===== src/rtl/assert_macros.svh =====
// Assertion macros shared by the servo pulse frame sequencer RTL.
`ifndef ASSERT_MACROS_SVH
`define ASSERT_MACROS_SVH

// Same-cycle implication, disabled while reset is asserted.
`define SPFS_ASSERT_IMP(lbl, clk, rst_n, ante, cons) \
    lbl: assert property (@(posedge clk) disable iff (!rst_n) (ante) |-> (cons)) \
        else $error("assertion failed");

// Next-cycle implication, disabled while reset is asserted.
`define SPFS_ASSERT_NXT(lbl, clk, rst_n, ante, cons) \
    lbl: assert property (@(posedge clk) disable iff (!rst_n) (ante) |=> (cons)) \
        else $error("assertion failed");

`endif


===== src/rtl/spfs_pkg.sv =====
// Shared types and constants of the servo pulse frame sequencer.
package spfs_pkg;

    typedef logic [1:0] t_op;

    localparam t_op OP_TICK   = 2'd0;
    localparam t_op OP_SET    = 2'd1;
    localparam t_op OP_BOUNDS = 2'd2;
    localparam t_op OP_READ   = 2'd3;

    localparam int MAP_W = 4;

    // Servo number to slot within its chain.
    localparam logic [MAP_W-1:0] SLOT_MAP [16] = '{
        4'd0, 4'd1, 4'd4, 4'd5, 4'd2, 4'd6, 4'd3, 4'd7,
        4'd8, 4'd3, 4'd0, 4'd4, 4'd1, 4'd5, 4'd2, 4'd6
    };

    // Servos below this number drive chain one, the rest chain two.
    localparam logic [3:0] CHAIN_ONE_SERVOS = 4'd9;

    localparam logic [15:0] DEFAULT_WIDTH   = 16'd1500;
    localparam logic [15:0] DEFAULT_LOW     = 16'd1000;
    localparam logic [15:0] DEFAULT_HIGH    = 16'd2000;
    localparam logic [7:0]  TICK_STEP_RST   = 8'd5;
    localparam logic [15:0] DEAD_PERIOD_RST = 16'd20000;

    localparam int APB_AW = 3;

    localparam logic REG_TICK_STEP   = 1'b0;
    localparam logic REG_DEAD_PERIOD = 1'b1;

    // Read request issued to a chain when a word is accepted.
    typedef struct packed {
        logic             en;
        logic             tick;
        logic [MAP_W-1:0] slot;
    } t_rd_req;

    // Action a chain performs when the word in the execute stage retires.
    typedef struct packed {
        logic             tick;
        logic             wr;
        logic [MAP_W-1:0] slot;
        logic [15:0]      data;
    } t_chain_act;

endpackage


===== src/rtl/spfs_if.sv =====
// Command and result channel interfaces of the servo pulse frame sequencer.
interface spfs_cmd_if;
    import spfs_pkg::*;

    logic        valid;
    logic        ready;
    t_op         op;
    logic [3:0]  servo;
    logic [15:0] position;
    logic [15:0] low_bound;
    logic [15:0] high_bound;

    modport source (output valid, output op, output servo, output position,
                    output low_bound, output high_bound, input ready);
    modport sink (input valid, input op, input servo, input position,
                  input low_bound, input high_bound, output ready);
endinterface

interface spfs_res_if;
    logic        valid;
    logic        ready;
    logic        pulse_chain_one;
    logic        pulse_chain_two;
    logic        status;
    logic [15:0] read_value;

    modport source (output valid, output pulse_chain_one, output pulse_chain_two,
                    output status, output read_value, input ready);
    modport sink (input valid, input pulse_chain_one, input pulse_chain_two,
                  input status, input read_value, output ready);
endinterface


===== src/rtl/spfs_ram.sv =====
// Generic single-write, single-read RAM with a registered read port.
module spfs_ram #(
    parameter int WIDTH = 16,
    parameter int DEPTH = 9,
    localparam int AW = (DEPTH > 1) ? $clog2(DEPTH) : 1
) (
    input  logic             i_clk,
    input  logic             i_we,
    input  logic [AW-1:0]    i_waddr,
    input  logic [WIDTH-1:0] i_wdata,
    input  logic             i_re,
    input  logic [AW-1:0]    i_raddr,
    output logic [WIDTH-1:0] o_rdata
);

    logic [WIDTH-1:0] r_mem [DEPTH];

    always_ff @(posedge i_clk) begin
        if (i_we) begin
            r_mem[i_waddr] <= i_wdata;
        end
        if (i_re) begin
            o_rdata <= r_mem[i_raddr];
        end
    end

endmodule


===== src/rtl/spfs_chain.sv =====
// One decade-counter chain: width memory, slot sequencer and dead-slot tracking.
`include "assert_macros.svh"

module spfs_chain #(
    parameter int SLOTS = 10
) (
    input  logic                 i_clk,
    input  logic                 i_rst_n,
    input  logic [7:0]           i_step,
    input  logic [15:0]          i_dead_period,
    input  spfs_pkg::t_rd_req    i_rd,
    input  spfs_pkg::t_chain_act i_act,
    output logic [15:0]          o_width,
    output logic                 o_pulse
);
    import spfs_pkg::*;

    localparam int DEPTH  = SLOTS - 1;
    localparam int AW     = (DEPTH > 1) ? $clog2(DEPTH) : 1;
    localparam int SLOT_W = $clog2(SLOTS);
    localparam logic [SLOT_W-1:0] LAST = SLOT_W'(SLOTS - 1);

    logic [SLOT_W-1:0] r_slot, n_slot;
    logic [15:0]       r_elapsed, n_elapsed;
    logic [15:0]       r_dead, n_dead;
    logic [DEPTH-1:0]  r_vld;
    logic              r_fwd;
    logic [15:0]       r_fwd_data;
    logic              r_rdv;
    logic              r_rd_dead;
    logic [15:0]       ram_q;
    logic [15:0]       mem_word;
    logic [15:0]       sum;
    logic              hit;
    logic              at_last;
    logic [4:0]        rd_full;
    logic              rd_dead_now;
    logic [AW-1:0]     rd_addr;
    logic [AW-1:0]     wr_addr;

    // Dead slot lives in r_dead; the memory holds only the servo slots.
    always_comb begin
        mem_word = r_fwd ? r_fwd_data : (r_rdv ? ram_q : DEFAULT_WIDTH);
        o_width  = r_rd_dead ? r_dead : mem_word;
        sum      = r_elapsed + {8'd0, i_step};
        hit      = (sum >= o_width);
        o_pulse  = hit;
        at_last  = (r_slot == LAST);

        n_slot    = r_slot;
        n_elapsed = r_elapsed;
        n_dead    = r_dead;
        if (i_act.tick) begin
            if (hit) begin
                n_elapsed = '0;
                if (at_last) begin
                    n_slot = '0;
                    n_dead = i_dead_period;
                end else begin
                    n_slot = r_slot + SLOT_W'(1);
                    n_dead = r_dead - o_width;
                end
            end else begin
                n_elapsed = sum;
            end
        end
    end

    // A tick reads the slot the chain will sit in once the retiring word is done.
    always_comb begin
        rd_full     = i_rd.tick ? 5'(n_slot) : 5'(i_rd.slot);
        rd_dead_now = i_rd.tick && (n_slot == LAST);
        rd_addr     = (!rd_dead_now && (rd_full < 5'(DEPTH))) ? rd_full[AW-1:0] : '0;
        wr_addr     = i_act.slot[AW-1:0];
    end

    spfs_ram #(
        .WIDTH (16),
        .DEPTH (DEPTH)
    ) u_ram (
        .i_clk   (i_clk),
        .i_we    (i_act.wr),
        .i_waddr (wr_addr),
        .i_wdata (i_act.data),
        .i_re    (i_rd.en),
        .i_raddr (rd_addr),
        .o_rdata (ram_q)
    );

    always_ff @(posedge i_clk) begin
        if (!i_rst_n) begin
            r_slot    <= '0;
            r_elapsed <= '0;
            r_dead    <= DEAD_PERIOD_RST;
            r_vld     <= '0;
            r_fwd     <= 1'b0;
            r_rdv     <= 1'b0;
            r_rd_dead <= 1'b0;
        end else begin
            r_slot    <= n_slot;
            r_elapsed <= n_elapsed;
            r_dead    <= n_dead;
            if (i_act.wr) begin
                r_vld[wr_addr] <= 1'b1;
            end
            if (i_rd.en) begin
                // The memory returns old data when the same entry is written now.
                r_fwd     <= i_act.wr && (wr_addr == rd_addr);
                r_rdv     <= r_vld[rd_addr];
                r_rd_dead <= rd_dead_now;
            end
        end
    end

    always_ff @(posedge i_clk) begin
        if (i_rd.en) begin
            r_fwd_data <= i_act.data;
        end
    end

    `SPFS_ASSERT_NXT(a_no_tick_holds, i_clk, i_rst_n, !i_act.tick,
        $stable(r_slot) && $stable(r_elapsed) && $stable(r_dead))
    `SPFS_ASSERT_IMP(a_dead_read_matches, i_clk, i_rst_n, i_act.tick, r_rd_dead == at_last)
    `SPFS_ASSERT_IMP(a_slot_in_range, i_clk, i_rst_n, 1'b1, r_slot <= LAST)

endmodule


===== src/rtl/servo_pulse_frame_sequencer.sv =====
// Servo pulse frame sequencer: two decade-counter chains with bounded position control.
// The block takes one command word per clock unless the output stalls, and returns one
// result word per command via the execute and output registers. Each chain keeps its
// servo slot widths in a single-port-write, registered-read memory that is read once
// when a word is accepted and written when a valid set word retires; a write to the
// entry the next word reads is forwarded, so back-to-back words never wait. The dead
// slot, elapsed time and slot counter sit in registers. Width entries that were never
// written read as 1500 us via per-entry valid bits, so no clearing pass follows reset.
`include "assert_macros.svh"

module servo_pulse_frame_sequencer #(
    parameter int SLOTS_PER_CHAIN = 10,
    parameter int SERVO_COUNT     = 16
) (
    input  logic                        i_clk,
    input  logic                        i_rst_n,
    spfs_cmd_if.sink                    i_cmd,
    spfs_res_if.source                  o_res,
    input  logic                        psel,
    input  logic                        penable,
    input  logic                        pwrite,
    input  logic [spfs_pkg::APB_AW-1:0] paddr,
    input  logic [31:0]                 pwdata,
    output logic [31:0]                 prdata,
    output logic                        pready
);
    import spfs_pkg::*;

    localparam int SRV_AW = $clog2(SERVO_COUNT);

    logic [7:0]  r_tick_step;
    logic [15:0] r_dead_period;

    logic        r_s1_v;
    t_op         r_s1_op;
    logic [3:0]  r_s1_servo;
    logic [15:0] r_s1_pos;
    logic [15:0] r_s1_lo;
    logic [15:0] r_s1_hi;

    logic        r_out_v;
    logic        r_out_p1;
    logic        r_out_p2;
    logic        r_out_status;
    logic [15:0] r_out_rd;

    logic [15:0] r_lo [SERVO_COUNT];
    logic [15:0] r_hi [SERVO_COUNT];

    logic              accept;
    logic              s1_adv;
    logic              s1_fire;
    logic              cfg_wr;
    logic              srv_ok;
    logic              cell_ok;
    logic              chain_two;
    logic [MAP_W-1:0]  s1_map;
    logic [SRV_AW-1:0] bnd_idx;
    logic [15:0]       cur_lo;
    logic [15:0]       cur_hi;
    logic              set_ok;
    logic [15:0]       w1, w2, w_sel;
    logic              pulse1, pulse2;
    logic              n_status;
    logic [15:0]       n_rd;
    t_rd_req           rd_req;
    t_chain_act        act1, act2;

    // Configuration port.
    assign pready = 1'b1;
    assign cfg_wr = psel && penable && pwrite;
    assign prdata = (paddr[2] == REG_TICK_STEP) ? {24'd0, r_tick_step} : {16'd0, r_dead_period};

    always_ff @(posedge i_clk) begin
        if (!i_rst_n) begin
            r_tick_step   <= TICK_STEP_RST;
            r_dead_period <= DEAD_PERIOD_RST;
        end else if (cfg_wr) begin
            if (paddr[2] == REG_TICK_STEP) begin
                r_tick_step <= pwdata[7:0];
            end else begin
                r_dead_period <= pwdata[15:0];
            end
        end
    end

    // Handshake: execute stage feeds the output register.
    assign s1_adv      = !r_out_v || o_res.ready;
    assign s1_fire     = r_s1_v && s1_adv;
    assign i_cmd.ready = !r_s1_v || s1_adv;
    assign accept      = i_cmd.valid && i_cmd.ready;

    assign rd_req.en   = accept;
    assign rd_req.tick = (i_cmd.op == OP_TICK);
    assign rd_req.slot = SLOT_MAP[i_cmd.servo];

    // Execute-stage decode of the addressed servo.
    always_comb begin
        srv_ok    = (5'(r_s1_servo) < 5'(SERVO_COUNT));
        s1_map    = SLOT_MAP[r_s1_servo];
        cell_ok   = srv_ok && (5'(s1_map) < 5'(SLOTS_PER_CHAIN - 1));
        chain_two = (r_s1_servo >= CHAIN_ONE_SERVOS);
        bnd_idx   = srv_ok ? r_s1_servo[SRV_AW-1:0] : '0;
        cur_lo    = r_lo[bnd_idx];
        cur_hi    = r_hi[bnd_idx];
        set_ok    = cell_ok && (r_s1_pos >= cur_lo) && (r_s1_pos <= cur_hi);
        w_sel     = chain_two ? w2 : w1;

        act1.tick = s1_fire && (r_s1_op == OP_TICK);
        act1.wr   = s1_fire && (r_s1_op == OP_SET) && set_ok && !chain_two;
        act1.slot = s1_map;
        act1.data = r_s1_pos;
        act2.tick = act1.tick;
        act2.wr   = s1_fire && (r_s1_op == OP_SET) && set_ok && chain_two;
        act2.slot = s1_map;
        act2.data = r_s1_pos;

        n_status = 1'b0;
        n_rd     = '0;
        unique case (r_s1_op)
            OP_TICK: begin
                n_status = 1'b0;
            end
            OP_SET: begin
                n_status = !set_ok;
            end
            OP_BOUNDS: begin
                n_status = !srv_ok;
            end
            OP_READ: begin
                n_status = !cell_ok;
                n_rd     = cell_ok ? w_sel : '0;
            end
            default: begin
                n_status = 1'b1;
            end
        endcase
    end

    spfs_chain #(
        .SLOTS (SLOTS_PER_CHAIN)
    ) u_chain_one (
        .i_clk         (i_clk),
        .i_rst_n       (i_rst_n),
        .i_step        (r_tick_step),
        .i_dead_period (r_dead_period),
        .i_rd          (rd_req),
        .i_act         (act1),
        .o_width       (w1),
        .o_pulse       (pulse1)
    );

    spfs_chain #(
        .SLOTS (SLOTS_PER_CHAIN)
    ) u_chain_two (
        .i_clk         (i_clk),
        .i_rst_n       (i_rst_n),
        .i_step        (r_tick_step),
        .i_dead_period (r_dead_period),
        .i_rd          (rd_req),
        .i_act         (act2),
        .o_width       (w2),
        .o_pulse       (pulse2)
    );

    // Control state and bound tables.
    always_ff @(posedge i_clk) begin
        if (!i_rst_n) begin
            r_s1_v  <= 1'b0;
            r_out_v <= 1'b0;
            for (int i = 0; i < SERVO_COUNT; i++) begin
                r_lo[i] <= DEFAULT_LOW;
                r_hi[i] <= DEFAULT_HIGH;
            end
        end else begin
            if (accept) begin
                r_s1_v <= 1'b1;
            end else if (s1_fire) begin
                r_s1_v <= 1'b0;
            end
            if (s1_fire) begin
                r_out_v <= 1'b1;
            end else if (o_res.ready) begin
                r_out_v <= 1'b0;
            end
            if (s1_fire && (r_s1_op == OP_BOUNDS) && srv_ok) begin
                r_lo[bnd_idx] <= r_s1_lo;
                r_hi[bnd_idx] <= r_s1_hi;
            end
        end
    end

    // Payload registers.
    always_ff @(posedge i_clk) begin
        if (accept) begin
            r_s1_op    <= i_cmd.op;
            r_s1_servo <= i_cmd.servo;
            r_s1_pos   <= i_cmd.position;
            r_s1_lo    <= i_cmd.low_bound;
            r_s1_hi    <= i_cmd.high_bound;
        end
        if (s1_fire) begin
            r_out_p1     <= act1.tick && pulse1;
            r_out_p2     <= act2.tick && pulse2;
            r_out_status <= n_status;
            r_out_rd     <= n_rd;
        end
    end

    assign o_res.valid           = r_out_v;
    assign o_res.pulse_chain_one = r_out_p1;
    assign o_res.pulse_chain_two = r_out_p2;
    assign o_res.status          = r_out_status;
    assign o_res.read_value      = r_out_rd;

    `SPFS_ASSERT_NXT(a_s1_hold, i_clk, i_rst_n, r_s1_v && !s1_adv,
        r_s1_v && $stable(r_s1_op) && $stable(r_s1_servo) && $stable(r_s1_pos))
    `SPFS_ASSERT_NXT(a_tick_result_clean, i_clk, i_rst_n, s1_fire && (r_s1_op == OP_TICK),
        r_out_v && !r_out_status && (r_out_rd == 16'd0))
    `SPFS_ASSERT_IMP(a_single_chain_write, i_clk, i_rst_n, 1'b1, !(act1.wr && act2.wr))

endmodule


===== src/flat_wrapper.sv =====
// flat-port wrapper written by rule: the top's interface ports become plain ports
module servo_pulse_frame_sequencer_flat import spfs_pkg::*;
#(
    parameter int SLOTS_PER_CHAIN = 10,
    parameter int SERVO_COUNT     = 16
)
  (i_clk, i_rst_n, psel, penable, pwrite, paddr, pwdata, prdata, pready, i_cmd_valid, i_cmd_op, i_cmd_servo, i_cmd_position, i_cmd_low_bound, i_cmd_high_bound, i_cmd_ready, o_res_valid, o_res_pulse_chain_one, o_res_pulse_chain_two, o_res_status, o_res_read_value, o_res_ready);
  spfs_cmd_if i_cmd_i ();
  spfs_res_if o_res_i ();
  input  logic i_clk;
  input  logic i_rst_n;
  input  logic psel;
  input  logic penable;
  input  logic pwrite;
  input  logic [spfs_pkg::APB_AW-1:0] paddr;
  input  logic [31:0] pwdata;
  output logic [31:0] prdata;
  output logic pready;
  input wire logic [$bits(i_cmd_i.valid)-1:0] i_cmd_valid;
  input wire logic [$bits(i_cmd_i.op)-1:0] i_cmd_op;
  input wire logic [$bits(i_cmd_i.servo)-1:0] i_cmd_servo;
  input wire logic [$bits(i_cmd_i.position)-1:0] i_cmd_position;
  input wire logic [$bits(i_cmd_i.low_bound)-1:0] i_cmd_low_bound;
  input wire logic [$bits(i_cmd_i.high_bound)-1:0] i_cmd_high_bound;
  output wire logic [$bits(i_cmd_i.ready)-1:0] i_cmd_ready;
  output wire logic [$bits(o_res_i.valid)-1:0] o_res_valid;
  output wire logic [$bits(o_res_i.pulse_chain_one)-1:0] o_res_pulse_chain_one;
  output wire logic [$bits(o_res_i.pulse_chain_two)-1:0] o_res_pulse_chain_two;
  output wire logic [$bits(o_res_i.status)-1:0] o_res_status;
  output wire logic [$bits(o_res_i.read_value)-1:0] o_res_read_value;
  input wire logic [$bits(o_res_i.ready)-1:0] o_res_ready;
  assign i_cmd_i.valid = i_cmd_valid;
  assign i_cmd_i.op = i_cmd_op;
  assign i_cmd_i.servo = i_cmd_servo;
  assign i_cmd_i.position = i_cmd_position;
  assign i_cmd_i.low_bound = i_cmd_low_bound;
  assign i_cmd_i.high_bound = i_cmd_high_bound;
  assign i_cmd_ready = i_cmd_i.ready;
  assign o_res_valid = o_res_i.valid;
  assign o_res_pulse_chain_one = o_res_i.pulse_chain_one;
  assign o_res_pulse_chain_two = o_res_i.pulse_chain_two;
  assign o_res_status = o_res_i.status;
  assign o_res_read_value = o_res_i.read_value;
  assign o_res_i.ready = o_res_ready;
  servo_pulse_frame_sequencer #(.SLOTS_PER_CHAIN(SLOTS_PER_CHAIN), .SERVO_COUNT(SERVO_COUNT)) u_core (.i_clk(i_clk), .i_rst_n(i_rst_n), .i_cmd(i_cmd_i), .o_res(o_res_i), .psel(psel), .penable(penable), .pwrite(pwrite), .paddr(paddr), .pwdata(pwdata), .prdata(prdata), .pready(pready));
endmodule

===== config.mk =====
export PLATFORM = sky130hd
export DESIGN_NAME = servo_pulse_frame_sequencer_flat
export DESIGN_NICKNAME = d
export VERILOG_FILES = /design/src/rtl/spfs_pkg.sv /design/src/rtl/spfs_if.sv /design/src/rtl/spfs_ram.sv /design/src/rtl/spfs_chain.sv /design/src/rtl/servo_pulse_frame_sequencer.sv /design/src/flat_wrapper.sv
export VERILOG_INCLUDE_DIRS = /design/src /design/src/rtl
export SDC_FILE = /design/constraint.sdc
export NUM_CORES = 2
export LEC_CHECK = 0
export ABC_AREA = 1
export BUFFER_PORTS_ARGS = -buffer_cell sky130_fd_sc_hd__clkbuf_2
export CAP_MARGIN = 0
export CORE_UTILIZATION = 55
export CTS_CLUSTER_SIZE = 24
export DETAILED_ROUTE_END_ITERATION = 7
export MAX_ROUTING_LAYER = met4
export PLACE_DENSITY = 0.78
export SLEW_MARGIN = 10
export SYNTH_ARGS = -nofsm -noshare
export SYNTH_HDL_FRONTEND = slang
export SYNTH_SLANG_ARGS = --single-unit
export TNS_END_PERCENT = 1

===== constraint.sdc =====
create_clock -name i_clk -period 5.4 [get_ports i_clk]
set_clock_uncertainty 0.15 [all_clocks]
set_input_delay 1.08 -clock i_clk [delete_from_list [all_inputs] [get_ports i_clk]]
set_output_delay 1.08 -clock i_clk [all_outputs]
set_load 0.005 [all_outputs]

-- After elaboration in Yosys (flattened, before gate mapping)
Memories as Yosys holds them, arrays and structs flattened. A register that Yosys moved wholly into a read port is not among the register bits.
Index checks and enable logic that the tools add are counted.
- bits in registers: 211
- RAM bits: 800
- memory bits (read-only): 128
- bits of input ports: 96
- output and inout port bits: 54
- logic and storage cells: 163
- memories kept: 6
- $add $sub $neg: 6
- $lt $le $gt $ge: 14
- eq/ne operators: 9
- muxes and demuxes: 53
- bitwise gates (word level): 5
- reduce and logical (&&, ||, !) cells: 42
- memory list (memory ; depth ; bits a word ; rd ports ; clocked after memory_dff ; write ports ; RTL line ; text):
    u_core.r_hi ; 16 ; 16 ; 1 ; 1 ; 16 ; servo_pulse_frame_sequencer.sv:48 ; logic [15:0] r_hi [SERVO_COUNT];
    u_core.r_lo ; 16 ; 16 ; 1 ; 1 ; 16 ; servo_pulse_frame_sequencer.sv:47 ; logic [15:0] r_lo [SERVO_COUNT];
    u_core.u_chain_one.u_ram.r_mem ; 9 ; 16 ; 1 ; 1 ; 1 ; spfs_ram.sv:16 ; logic [WIDTH-1:0] r_mem [DEPTH];
    u_core.u_chain_two.u_ram.r_mem ; 9 ; 16 ; 1 ; 1 ; 1 ; spfs_ram.sv:16 ;
    (name not given) ; 16 ; 4 ; 1 ; 0 ; 0 ; servo_pulse_frame_sequencer.sv:100 ; s1_map = SLOT_MAP[r_s1_servo];
    (name not given) ; 16 ; 4 ; 1 ; 0 ; 0 ; servo_pulse_frame_sequencer.sv:95 ; assign rd_req.slot = SLOT_MAP[i_cmd.servo];
- operator list (operator ; number):
    16-bit two-way mux ; 14
    4-bit two-way mux ; 18
    16-bit greater-or-equal comparator ; 3
    16-bit by 8-bit adder with 16-bit output ; 2
    16-bit OR reduction ; 2
    16-bit subtractor ; 2
    1-bit logical AND ; 21
    9-bit OR ; 2
    1-bit two-way mux ; 17
    4-bit equality test, second input constant ; 4
    16-bit less-or-equal comparator ; 1
    4-bit by 5-bit less-than comparator with 1-bit output, second input constant ; 3
    4-bit less-than comparator, second input constant ; 3
    5-bit greater-or-equal comparator, second input constant ; 2
    4-bit NOT with 5-bit output ; 2
    2-bit AND reduction ; 5
    4-bit by 1-bit adder with 4-bit output, second input constant ; 2
    1-bit binary-select mux with 4-bit select ; 2
    4-bit equality test ; 2
    1-bit logical NOT ; 7
    1-bit demux with 4-bit select ; 1
    2-bit equality test, second input constant ; 2
    4-bit by 1-bit greater-or-equal comparator with 1-bit output, second input constant ; 1
    4-bit greater-or-equal comparator, second input constant ; 1
    7 further kinds ; 10

-- Logic depth before layout (Yosys ltp)
- depth in word-level cells: 13
- gate-level depth with buffers: 36
- depth with buffers taken out: 34

-- Cells and area by module
From an unflattened synthesis, not the netlist that was laid out.
- cell total of the unflattened synthesis: 5120
- area total of the unflattened synthesis: 49794.0 um^2
- by module, submodules not included (module ; instances ; cells each ; area each (um^2) ; seq. area each (um^2)):
    servo_pulse_frame_sequencer ; 1 ; 2671 ; 27391.3 ; 18167.4
    spfs_ram ; 2 ; 594 ; 6625.1 ; 4804.6
    spfs_chain at u_core.u_chain_two ; 1 ; 629 ; 4588.2 ; 1441.4
    spfs_chain at u_core.u_chain_one ; 1 ; 632 ; 4564.4 ; 1441.4

-- Worst setup path after synthesis
No wires, ideal clock.
- path type: input port to flip-flop
- start: input port o_res_ready
- end: register u_core.r_s1_servo[0] (netlist: u_core.bnd_idx[0]), enable pin
- library setup time: 1057 ps
- arrival time: 3438 ps
- data required time: 4193 ps
- setup slack: 755 ps
- cell stages on the path: 4
- path buffers: 0
- path through: inv_1 nand3_1 nand2_1 clkinv_1
- cells in the longest elaborated chain, start to end: 3
- RTL lines (what ; RTL line ; text):
    start, declared ; flat_wrapper.sv:31 ; input wire logic [$bits(o_res_i.ready)-1:0] o_res_ready;
    1-bit logical OR ; servo_pulse_frame_sequencer.sv:88 ; assign s1_adv = !r_out_v || o_res.ready;
    1-bit logical OR ; servo_pulse_frame_sequencer.sv:90 ; assign i_cmd.ready = !r_s1_v || s1_adv;
    via i_cmd_ready ; flat_wrapper.sv:25 ; output wire logic [$bits(i_cmd_i.ready)-1:0] i_cmd_ready;
    1-bit logical AND ; servo_pulse_frame_sequencer.sv:91 ; assign accept = i_cmd.valid && i_cmd.ready;
    via u_core.accept ; servo_pulse_frame_sequencer.sv:50 ; logic accept;
    end signal, assigned ; servo_pulse_frame_sequencer.sv:197 ; r_s1_servo <= i_cmd.servo;
    end, declared ; servo_pulse_frame_sequencer.sv:36 ; logic [3:0] r_s1_servo;
The timed path passes the listed nets, and every way through them passes these cells.
A chain may end at the register's enable or synchronous reset.

-- Worst setup path after layout
- start: register u_core.r_tick_step[0]
- end: register u_core.u_chain_one.u_ram.o_rdata[7], read port of u_core.u_chain_one.u_ram.r_mem, data pin
- cells in the longest elaborated chain, start to end: 9
- elaborated cells on any way between the ends: 11
- those cells by class: add/sub: 1; order compare: 2; eq/ne: 1; mux: 4; reduce/logical: 3
- RTL lines (what ; RTL line ; text):
    start, declared ; servo_pulse_frame_sequencer.sv:31 ; logic [7:0] r_tick_step;
    start signal, assigned ; servo_pulse_frame_sequencer.sv:80 ; r_tick_step <= pwdata[7:0];
    16-bit by 8-bit adder with 16-bit output (*) ; spfs_chain.sv:45 ; sum = r_elapsed + {8'd0, i_step};
    16-bit greater-or-equal comparator (*) ; spfs_chain.sv:46 ; hit = (sum >= o_width);
    4-bit two-way mux (*) ; spfs_chain.sv:54 ; if (hit) begin
    4-bit two-way mux (*) ; spfs_chain.sv:53 ; if (i_act.tick) begin
    branches (longest 4 deep; another with 4-bit less-than comparator) ; -- ;
    4-bit two-way mux (*) ; spfs_chain.sv:73 ; rd_addr = (!rd_dead_now && (rd_full < 5'(DEPTH))) ? rd_full[AW-1:0] : '0;
    end, declared ; spfs_ram.sv:13 ; output logic [WIDTH-1:0] o_rdata
Every way passes the cells marked *.

==> Flow_metrics.wiki <==
{| class="wikitable"
! Metric !! Value
|-
| Number of placement rows || 107
|-
| Critical path arrival || 5.42 ns
|-
| Horizontal die dimension || 297 um
|-
| Die height || 297 um
|-
| Origin of the critical flop-to-flop path || u_core.r_tick_step[0]
|-
| Worst-path maximum fanout || 28
|-
| Number of enable flip-flop cells after synthesis || 921
|-
| Sequential-to-total area share from yosys stat || 63.0%
|-
| Total power || 18.2 mW
|-
| Register-to-register path setup slack || 0.26 ns
|-
| Gate count of the mapped netlist || 4,543
|-
| Area used by multi-input combinational logic || 15,200 um2
|-
| Critical path destination || u_core.u_chain_one.u_ram.o_rdata[7]
|-
| CTS root buffer || sky130_fd_sc_hd__clkbuf_16
|-
| Yosys Warn Count || 0
|-
| Static power due to leakage || 20.9 nW
|-
| Final-report hold violation count || 0
|-
| I/O Buffers || 114
|-
| Area post-placement || 50,300 um2
|-
| Fraction of the cycle the final worst path needs || 95.1%
|-
| First-pass DRT Iterations || 8
|-
| Number of placed instances, taps included || 5,723
|-
| Starting DRT DRC Count || 4,572
|-
| Cell with the largest stage delay on the worst path || sky130_fd_sc_hd__dfxtp_4
|-
| Initial standard-cell utilization of the core || 55.9%
|-
| Die area || 88,300 um2
|-
| MaxCap Viol Count || 0
|-
| Pin slew with the least headroom to its limit || 1.22 ns
|-
| Final hold slack || 0.285 ns
|-
| Core area || 85,700 um2
|-
| Routed WL per cell || 21.6 um
|-
| Worst rel slew slack || 18.4%
|-
| Final critical path time including I/O delays and setup || 5.14 ns
|-
| Start-to-end type of the worst setup path || reg2reg
|-
| Synth Area per Inst || 10.5 um2
|-
| Clock Pin Slew Worst Setup and Hold Paths || 0.07 ns
|-
| Antenna violations before repair || 9
|-
| Layout Cells excl Fill || 5,930
|-
| Vias in the first global route || 33,000
|-
| Clk Latency, worst-skew pair || 0.69 ns
|-
| Hold-fix buffer count after cts || 0
|-
| Area occupied by registers || 30,200 um2
|-
| Highest achievable clock rate || 195 MHz
|-
| TritonCTS clock tree || done
|-
| Pin count of the biggest net entering global routing || 80
|-
| Area Growth Syn to Fin || 12.5%
|-
| Global router's overall resource usage || 29.3%
|-
| Number of DRC violations after detailed routing || 0
|-
| CP startpoint || u_core.r_tick_step[0]
|-
| Worst R2R End || u_core.u_chain_one.u_ram.o_rdata[7]
|-
| H-tree Lvls || 3
|-
| Total wire length || 128,000 um
|-
| TritonCTS sink count || 1,047
|-
| Global-route wire length before repair || 192,000 um
|-
| Share of final-layout standard cells stronger than drive strength 1 || 10.6%
|-
| Count of pins over their slew limit || 0
|-
| Total of fill cells in the finished design || 6,462
|-
| Last weighted congestion value of the routability-driven placer || 0.979
|-
| Number of nets still failing antenna checks after routing || 0
|-
| Cell count of the worst reg-to-reg path || 32
|-
| Fraction of registers with async set or reset after synthesis || 0%
|-
| Post-layout nets || 4,905
|-
| TritonCTS Buffers || 103
|-
| Cell area after synthesis || 47,900 um2
|-
| DP Wirelength || 80,500 um
|-
| Remaining global-route overflow || 0
|-
| Most frequent cells in the layout || 921 x sky130_fd_sc_hd__edfxtp_1, 719 x sky130_fd_sc_hd__nand2_1, 597 x sky130_fd_sc_hd__nor2_1
|-
| Vias per inst || 5.87
|-
| Worst slack at placement || -0.137 ns
|-
| IO Count || 150
|-
| Power density over the cells || 337 nW/um2
|-
| Yosys reg bits || 1,047
|-
| Critical Path Most Common Cell || sky130_fd_sc_hd__nand2_1
|-
| Worst min path class || reg2reg
|-
| Result of the run || complete, no violations
|-
| Utilization after layout || 62.9%
|-
| Dominant register cell in the synthesized netlist || sky130_fd_sc_hd__edfxtp_1
|-
| Required time worst endpoint || 5.69 ns
|-
| Aggregate negative setup slack || 0 ns
|-
| Largest buffer count on any clock path || 3
|-
| IR drop worst, VDD || 0.410 mV
|-
| Number of distinct library cells after synthesis || 57
|-
| Overall via count from detail_route || 34,800
|-
| Largest stage delay on the critical path || 0.37 ns
|-
| Worst setup SP type || register
|-
| Worst path setup slack after routing || 0.264 ns
|-
| Setup Viol. Count Final || 0
|-
| Type of element capturing the critical path || register
|-
| Non-Filler Cell Area, Final || 53,900 um2
|-
| Most common cell after layout, fill and taps aside || sky130_fd_sc_hd__edfxtp_1
|}
[Yosys cell counts, drive strengths merged (10+ instances only)]
library cell | instances | area share [%]
xor2 | 35 | 0.64
a22oi | 10 | 0.16
nand4 | 12 | 0.16
ha | 110 | 2.9
a221oi | 14 | 0.26
nor2 | 612 | 4.9
o21ai | 377 | 4.0
nand3 | 87 | 0.99
a31oi | 25 | 0.33
a21oi | 337 | 3.6
o211ai | 153 | 2.4
buf | 70 | 0.94
xnor2 | 25 | 0.46
edfxtp | 921 | 58
dfxtp | 126 | 5.3
clkbuf | 200 | 1.6
mux2i | 128 | 2.7
o22ai | 27 | 0.35
nor3 | 13 | 0.14
inv | 449 | 3.5
nand2 | 747 | 6.0
[critical path: cells and delay by family, from the launching register on]
family / cells / cell delay (ns)
AND/OR/NAND/NOR: 17 / 1.95
adder cells (fa/ha/maj): 3 / 0.69
flip-flops: 1 / 0.37
XOR/XNOR: 1 / 0.21
AO/OA/AOI/OAI: 9 / 1.20
buffers and inverters: 2 / 0.32
[logic make-up (layout without fill, tap and decap cells)]
group | Yosys count | count (layout) | synth area share, %
other | 2 | 54 | 0.0157
adder cells (fa/ha/maj) | 114 | 114 | 3.04
multiplexers | 128 | 128 | 2.67
XOR/XNOR | 60 | 60 | 1.10
AND/OR/NAND/NOR | 1490 | 1490 | 12.5
flip-flops | 1047 | 1047 | 63.0
buffers and inverters | 723 | 914 | 6.06
AO/OA/AOI/OAI | 979 | 979 | 11.6
[cell type report]
| type | count | area share [%] |
|---|---|---|
| antenna | 5 | 0.0232 |
| clock buffer | 136 | 5.14 |
| clock inverter | 55 | 1.12 |
| inverter | 453 | 3.18 |
| multi-input combinational | 2820 | 28.1 |
| sequential | 1047 | 56.0 |
| tap | 1144 | 2.65 |
| timing repair buffer | 270 | 3.78 |
[where the power goes]
group,switching [mW],internal [mW],leakage [nW]
clock network,3.12,4.07,1.63
logic,1.28,0.581,9.77
registers,0.120,9.02,9.45
total,4.53,13.7,20.9
[routing by layer]
layer	part of all wire (%)	up-vias	GRT usage (%)
met3	11	378	5.25
met2	47	1990	45.5
li1	-	15900	-
met5	0	-	-
met4	4.2	0	12.6
met1	38	16500	38.2
[state kept, by name (all words and copies together), names as in the netlist, 144 cells and up, named ones only]
name,count
u_core.u_chain_one.u_ram.r_mem,144
u_core.u_chain_two.u_ram.r_mem,144
u_core.r_lo,256
u_core.r_hi,256
[worst min-delay path by stage]
stage	start	endpoint	slack (ns)	depth (start not counted)
finish	u_core.u_chain_two.r_vld[8]	u_core.u_chain_two.r_vld[8]	0.28	2
global route	u_core.u_chain_two.r_vld[8]	u_core.u_chain_two.r_vld[8]	0.30	2
CTS	u_core.u_chain_two.r_vld[8]	u_core.u_chain_two.r_vld[8]	0.28	2
detailed placement	u_core.u_chain_two.r_vld[8]	u_core.u_chain_two.r_vld[8]	0.27	2
global placement	u_core.u_chain_two.r_vld[8]	u_core.u_chain_two.r_vld[8]	0.26	2
floorplan	u_core.u_chain_two.r_vld[7]	u_core.u_chain_two.r_vld[7]	0.26	2
[what timing repair did]
item,CTS,global route
pin swaps,1,12
gates cloned,0,1
resized for setup,2,37
setup endpoints to repair,17,36
setup buffers,2,8
No activity file was read; power rests on OpenSTA's default activity.
